$ cat config.mk
export PLATFORM = sky130hd
export DESIGN_NAME = pvn_div_cell
export DESIGN_NICKNAME = d
export VERILOG_FILES = /design/src/sv/pvn_div_cell.sv
export SDC_FILE = /design/constraint.sdc
export NUM_CORES = 1
export LEC_CHECK = 0
export BUFFER_PORTS_ARGS = -buffer_cell sky130_fd_sc_hd__clkbuf_2
export CORE_MARGIN = 3
export CORE_UTILIZATION = 50
export DETAILED_ROUTE_END_ITERATION = 7
export HOLD_SLACK_MARGIN = 0.12
export PLACE_DENSITY = 0.85
export RECOVER_POWER = 25
export SLEW_MARGIN = 15
export SYNTH_ARGS = -nofsm -noshare
export SYNTH_HDL_FRONTEND = slang
export SYNTH_SLANG_ARGS = --single-unit
export TNS_END_PERCENT = 5
$ cat constraint.sdc
create_clock -name clock -period 7.4 [get_ports clock]
set_input_delay 1.48 -clock clock [delete_from_list [all_inputs] [get_ports clock]]
set_output_delay 1.48 -clock clock [all_outputs]
set_load 0.05 [all_outputs]
$ cat src/sv/pvn_div_cell.sv
// One restoring division cell: consumes one dividend bit, yields one quotient bit.
// Standalone; the top level chains these for the x wrap and the normalization.
module pvn_div_cell #(
   parameter int DVW = 13,
   parameter int DW  = 12,
   parameter int SBW = 1
) (
   input  logic           clock,
   input  logic           reset,
   input  logic           enable,
   input  logic [DVW-1:0] divisor,
   input  logic           in_valid,
   input  logic [DVW-1:0] in_rem,
   input  logic [DW-1:0]  in_dividend,
   input  logic [DW-1:0]  in_quot,
   input  logic [SBW-1:0] in_side,
   output logic           out_valid,
   output logic [DVW-1:0] out_rem,
   output logic [DW-1:0]  out_dividend,
   output logic [DW-1:0]  out_quot,
   output logic [SBW-1:0] out_side
);
   logic           valid_ff;
   logic [DVW-1:0] rem_ff, rem_in;
   logic [DW-1:0]  dividend_ff, quot_ff;
   logic [SBW-1:0] side_ff;
   logic [DVW:0]   trial;
   logic           fits;

   // Shift in the next dividend bit and subtract when the divisor fits.
   always_comb begin
      trial  = {in_rem, in_dividend[DW-1]};
      fits   = trial >= {1'b0, divisor};
      rem_in = fits ? DVW'(trial - {1'b0, divisor}) : DVW'(trial);
   end

   always_ff @(posedge clock) begin
      if (reset) begin
         valid_ff <= 1'b0;
      end else if (enable) begin
         valid_ff <= in_valid;
      end
   end

   always_ff @(posedge clock) begin
      if (enable) begin
         rem_ff      <= rem_in;
         dividend_ff <= {in_dividend[DW-2:0], 1'b0};
         quot_ff     <= {in_quot[DW-2:0], fits};
         side_ff     <= in_side;
      end
   end

   assign out_valid    = valid_ff;
   assign out_rem      = rem_ff;
   assign out_dividend = dividend_ff;
   assign out_quot     = quot_ff;
   assign out_side     = side_ff;
endmodule

==> reports/results.ini <==
[die]
fp.dieH_um=69.4
initial_utilization=0.532
die_w_um=69.4
rows=22
die_area_um2=4810
core-area_um2=3770
ios=94

[place]
gp_congestion=0.807
portBuffers=91
dp_hpwl_um=3110
preCtsSetupSlack_ns=3.42

[synthesis]
synth_cells=150
avgSynthCellArea_um2=13.4
ys_warn_count=0
synth_area_um2=2010
synth_fp_nets=219
yosys_register_bits=38
yosysSeqAreaShare=0.564
ys_types=43

[clock_network]
h-tree-depth=2
cts_setup_buffers=0
clk_latency_ns=0.27
clock_path_buffers=2
cts_root_buf=clkbuf_8
cts_hold_buffers=0
cts_made_buffers=5
numClockSinks=38
cts_tree=yes
cts_resized=0
path_clk_slew_ns=0.07

[sta]
setup_slack_ns=3.72
fin_skew_ns=0
fmax_ghz=0.272
slew-limit-headroom=-0.315
setup_tns_ns=0
drv_slew=39
fin_crit_sh=0.497
hold_viol=0
worst-slew-pin-transition_ns=1.97
rsz0062_at_grt=no
setup_viol=0
finalCriticalPeriod_ns=3.68

[route]
met1Wirelength_um=1600
ant_nets=0
drt_iter0_drc=90
vias=1480
dr.pass1.iters=4
avgViaCountPerCell=5.03
met2_length_um=1840
drc=0
highest_layer=met4
wl_met3_um=408
finalWirelength_um=3880
wl_per_cell_um=13.2

[power]
power.density_nw_per_um2=233
comb_power_share=0.335
switching_power_mw=0.204
p_sw_frac=0.341
p_int_mw=0.394
pwr-share-clk=0.212
p_seq_frac=0.453
ir_worst_vdd_mv=0.0939
p_leak_nw=1.22

[hold_path]
hold_path_class=reg2reg

[global_route]
antenna_found_initial=0
grt_pass1_wl_um=6490
track_usage=0.169
grt.overflow.total=0
grt_pass1_vias=1457
grt_max_degree=39

[finish]
final_nets=315
drive_above_1_share=0.451
syn2layout_area_growth_pct=28.0
antenna_cells=0
n_fill_cell=290

[critical_path]
criticalPathCategory=in2reg
end_kind=flip-flop
critical-path-max-stage-delay_ns=0.45
critPathBufInv=2
start_kind=input port
critPathTopFamily=compound AO/OA/AOI/OAI gates
slowest_stage=o32a_2
path_max_fanout=14
crit_required_ns=7.43
r2r_setup_slack_ns=6.80
arrival_ns=3.71
path_cells=clkbuf_2 -> inv_1 -> ha_1 -> fa_1 -> nand2b_2 -> a21oi_2 -> o21ai_2 -> a211oi_2 -> o32a_2 -> mux2_2

[status]
status=finished, violations left
violations=max-capacitance violations, max-slew violations

[run]
maxCapViolCount=1

-- stage by stage --
stage	instance area [µm²]	std cells	util	total power, mW	hold slack, ns
2_1_floorplan	2010	150	-	0.430	0.733
3_3_place_gp	2490	287	0.662	0.473	0.473
3_5_place_dp	2490	287	0.662	0.477	0.495
4_1_cts	2570	294	0.682	0.605	0.511
5_1_grt	2570	294	0.681	0.632	0.564
6_report	2570	294	0.681	0.598	0.505
-- routing by layer --
| layer | GRT usage | vias up |
|---|---|---|
| li1 | - | 736 |
| met1 | 0.205 | 670 |
| met2 | 0.278 | 70 |
| met3 | 0.0638 | 4 |
| met4 | 0.0521 | 0 |
| met5 | 0 | - |
-- state kept, by name (all words and copies together) (netlist names) --
register      cells
out_quot         12
out_rem          13
out_valid         1
out_side          1
out_dividend     11
-- power by group through the flow --
stage	clock (mW)	combinational, mW	sequential [mW]
after floorplan	0	0.0733	0.357
final	0.127	0.200	0.271
after global routing	0.143	0.215	0.273
after detailed placement	0	0.202	0.275
after global placement	0	0.198	0.275
after CTS	0.132	0.202	0.271
-- area by class of cell --
cell class / instances / area (µm²) / share of cell area
Inverter: 15 / 56.3 / 0.0219
Clock inverter: 2 / 10.0 / 0.00390
Tap cell: 48 / 60.1 / 0.0234
Sequential cell: 38 / 1130 / 0.440
Timing Repair Buffer: 91 / 450 / 0.175
Clock buffer: 5 / 68.8 / 0.0268
Multi-Input combinational cell: 95 / 792 / 0.308
-- Yosys cell counts, drive strengths merged --
cell type	n	area [µm²]
conb	1	3.75
or3	1	6.26
ha	13	163
nor4	1	12.5
a31oi	1	6.26
fa	1	20.0
xnor2	4	35.0
nor3b	1	7.51
xor2	5	43.8
nand2b	4	27.5
and4	1	8.76
nand2	4	15.0
dfxtp	1	20.0
nand4	1	6.26
a21o	2	15.0
nand3	2	10.0
a211oi	3	27.5
nor2b	2	12.5
inv	15	56.3
nor2	9	33.8
mux2	11	150
o211ai	1	7.51
o21a	1	7.51
nor3	2	10.0
o311ai	1	8.76
o21ai	6	33.8
nand3b	1	7.51
o32a	1	11.3
o211a	1	10.0
a21oi	9	48.8
mux2i	3	30.0
buf	2	27.5
edfxtp	37	1110
or2	2	12.5
-- cells in the final DEF, fill, tap and decap left out, types with 3 or more instances in the layout --
cell type	n
xnor2_1	4
inv_1	15
a21oi_1	8
nand2_1	4
xor2_1	5
clkbuf_1	4
clkbuf_2	87
mux2_4	7
nor2_1	9
mux2_2	3
nand2b_1	3
mux2i_1	3
ha_1	13
clkbuf_8	5
o21ai_0	4
edfxtp_1	37
-- cells by family after synthesis --
| logic type | count (synthesis) | synth area share |
|---|---|---|
| XOR/XNOR | 9 | 0.0393 |
| adder cells (fa/ha/maj) | 14 | 0.0910 |
| multiplexers | 14 | 0.0898 |
| other | 1 | 0.00187 |
| buffers and inverters | 17 | 0.0418 |
| AND/OR/NAND/NOR | 31 | 0.0848 |
| AO/OA/AOI/OAI | 26 | 0.0879 |
| flip-flops | 38 | 0.564 |
-- tightest hold or removal path: stages, from the launching register on --
cell	delay (ns)
dfxtp_1	0.33
mux2i_1	0.06
nor2_1	0.08
-- final timing paths --
check,startpoint,endpoint,depth (start not counted)
setup / recovery,in_dividend[11],out_rem[3]$_DFFE_PP_,10
hold / removal,out_valid$_SDFFE_PP0P_,out_valid$_SDFFE_PP0P_,2
setup reg to reg,out_valid$_SDFFE_PP0P_,out_valid$_SDFFE_PP0P_,2
hold reg to reg,out_valid$_SDFFE_PP0P_,out_valid$_SDFFE_PP0P_,2
(Power assumes the default switching activity.)
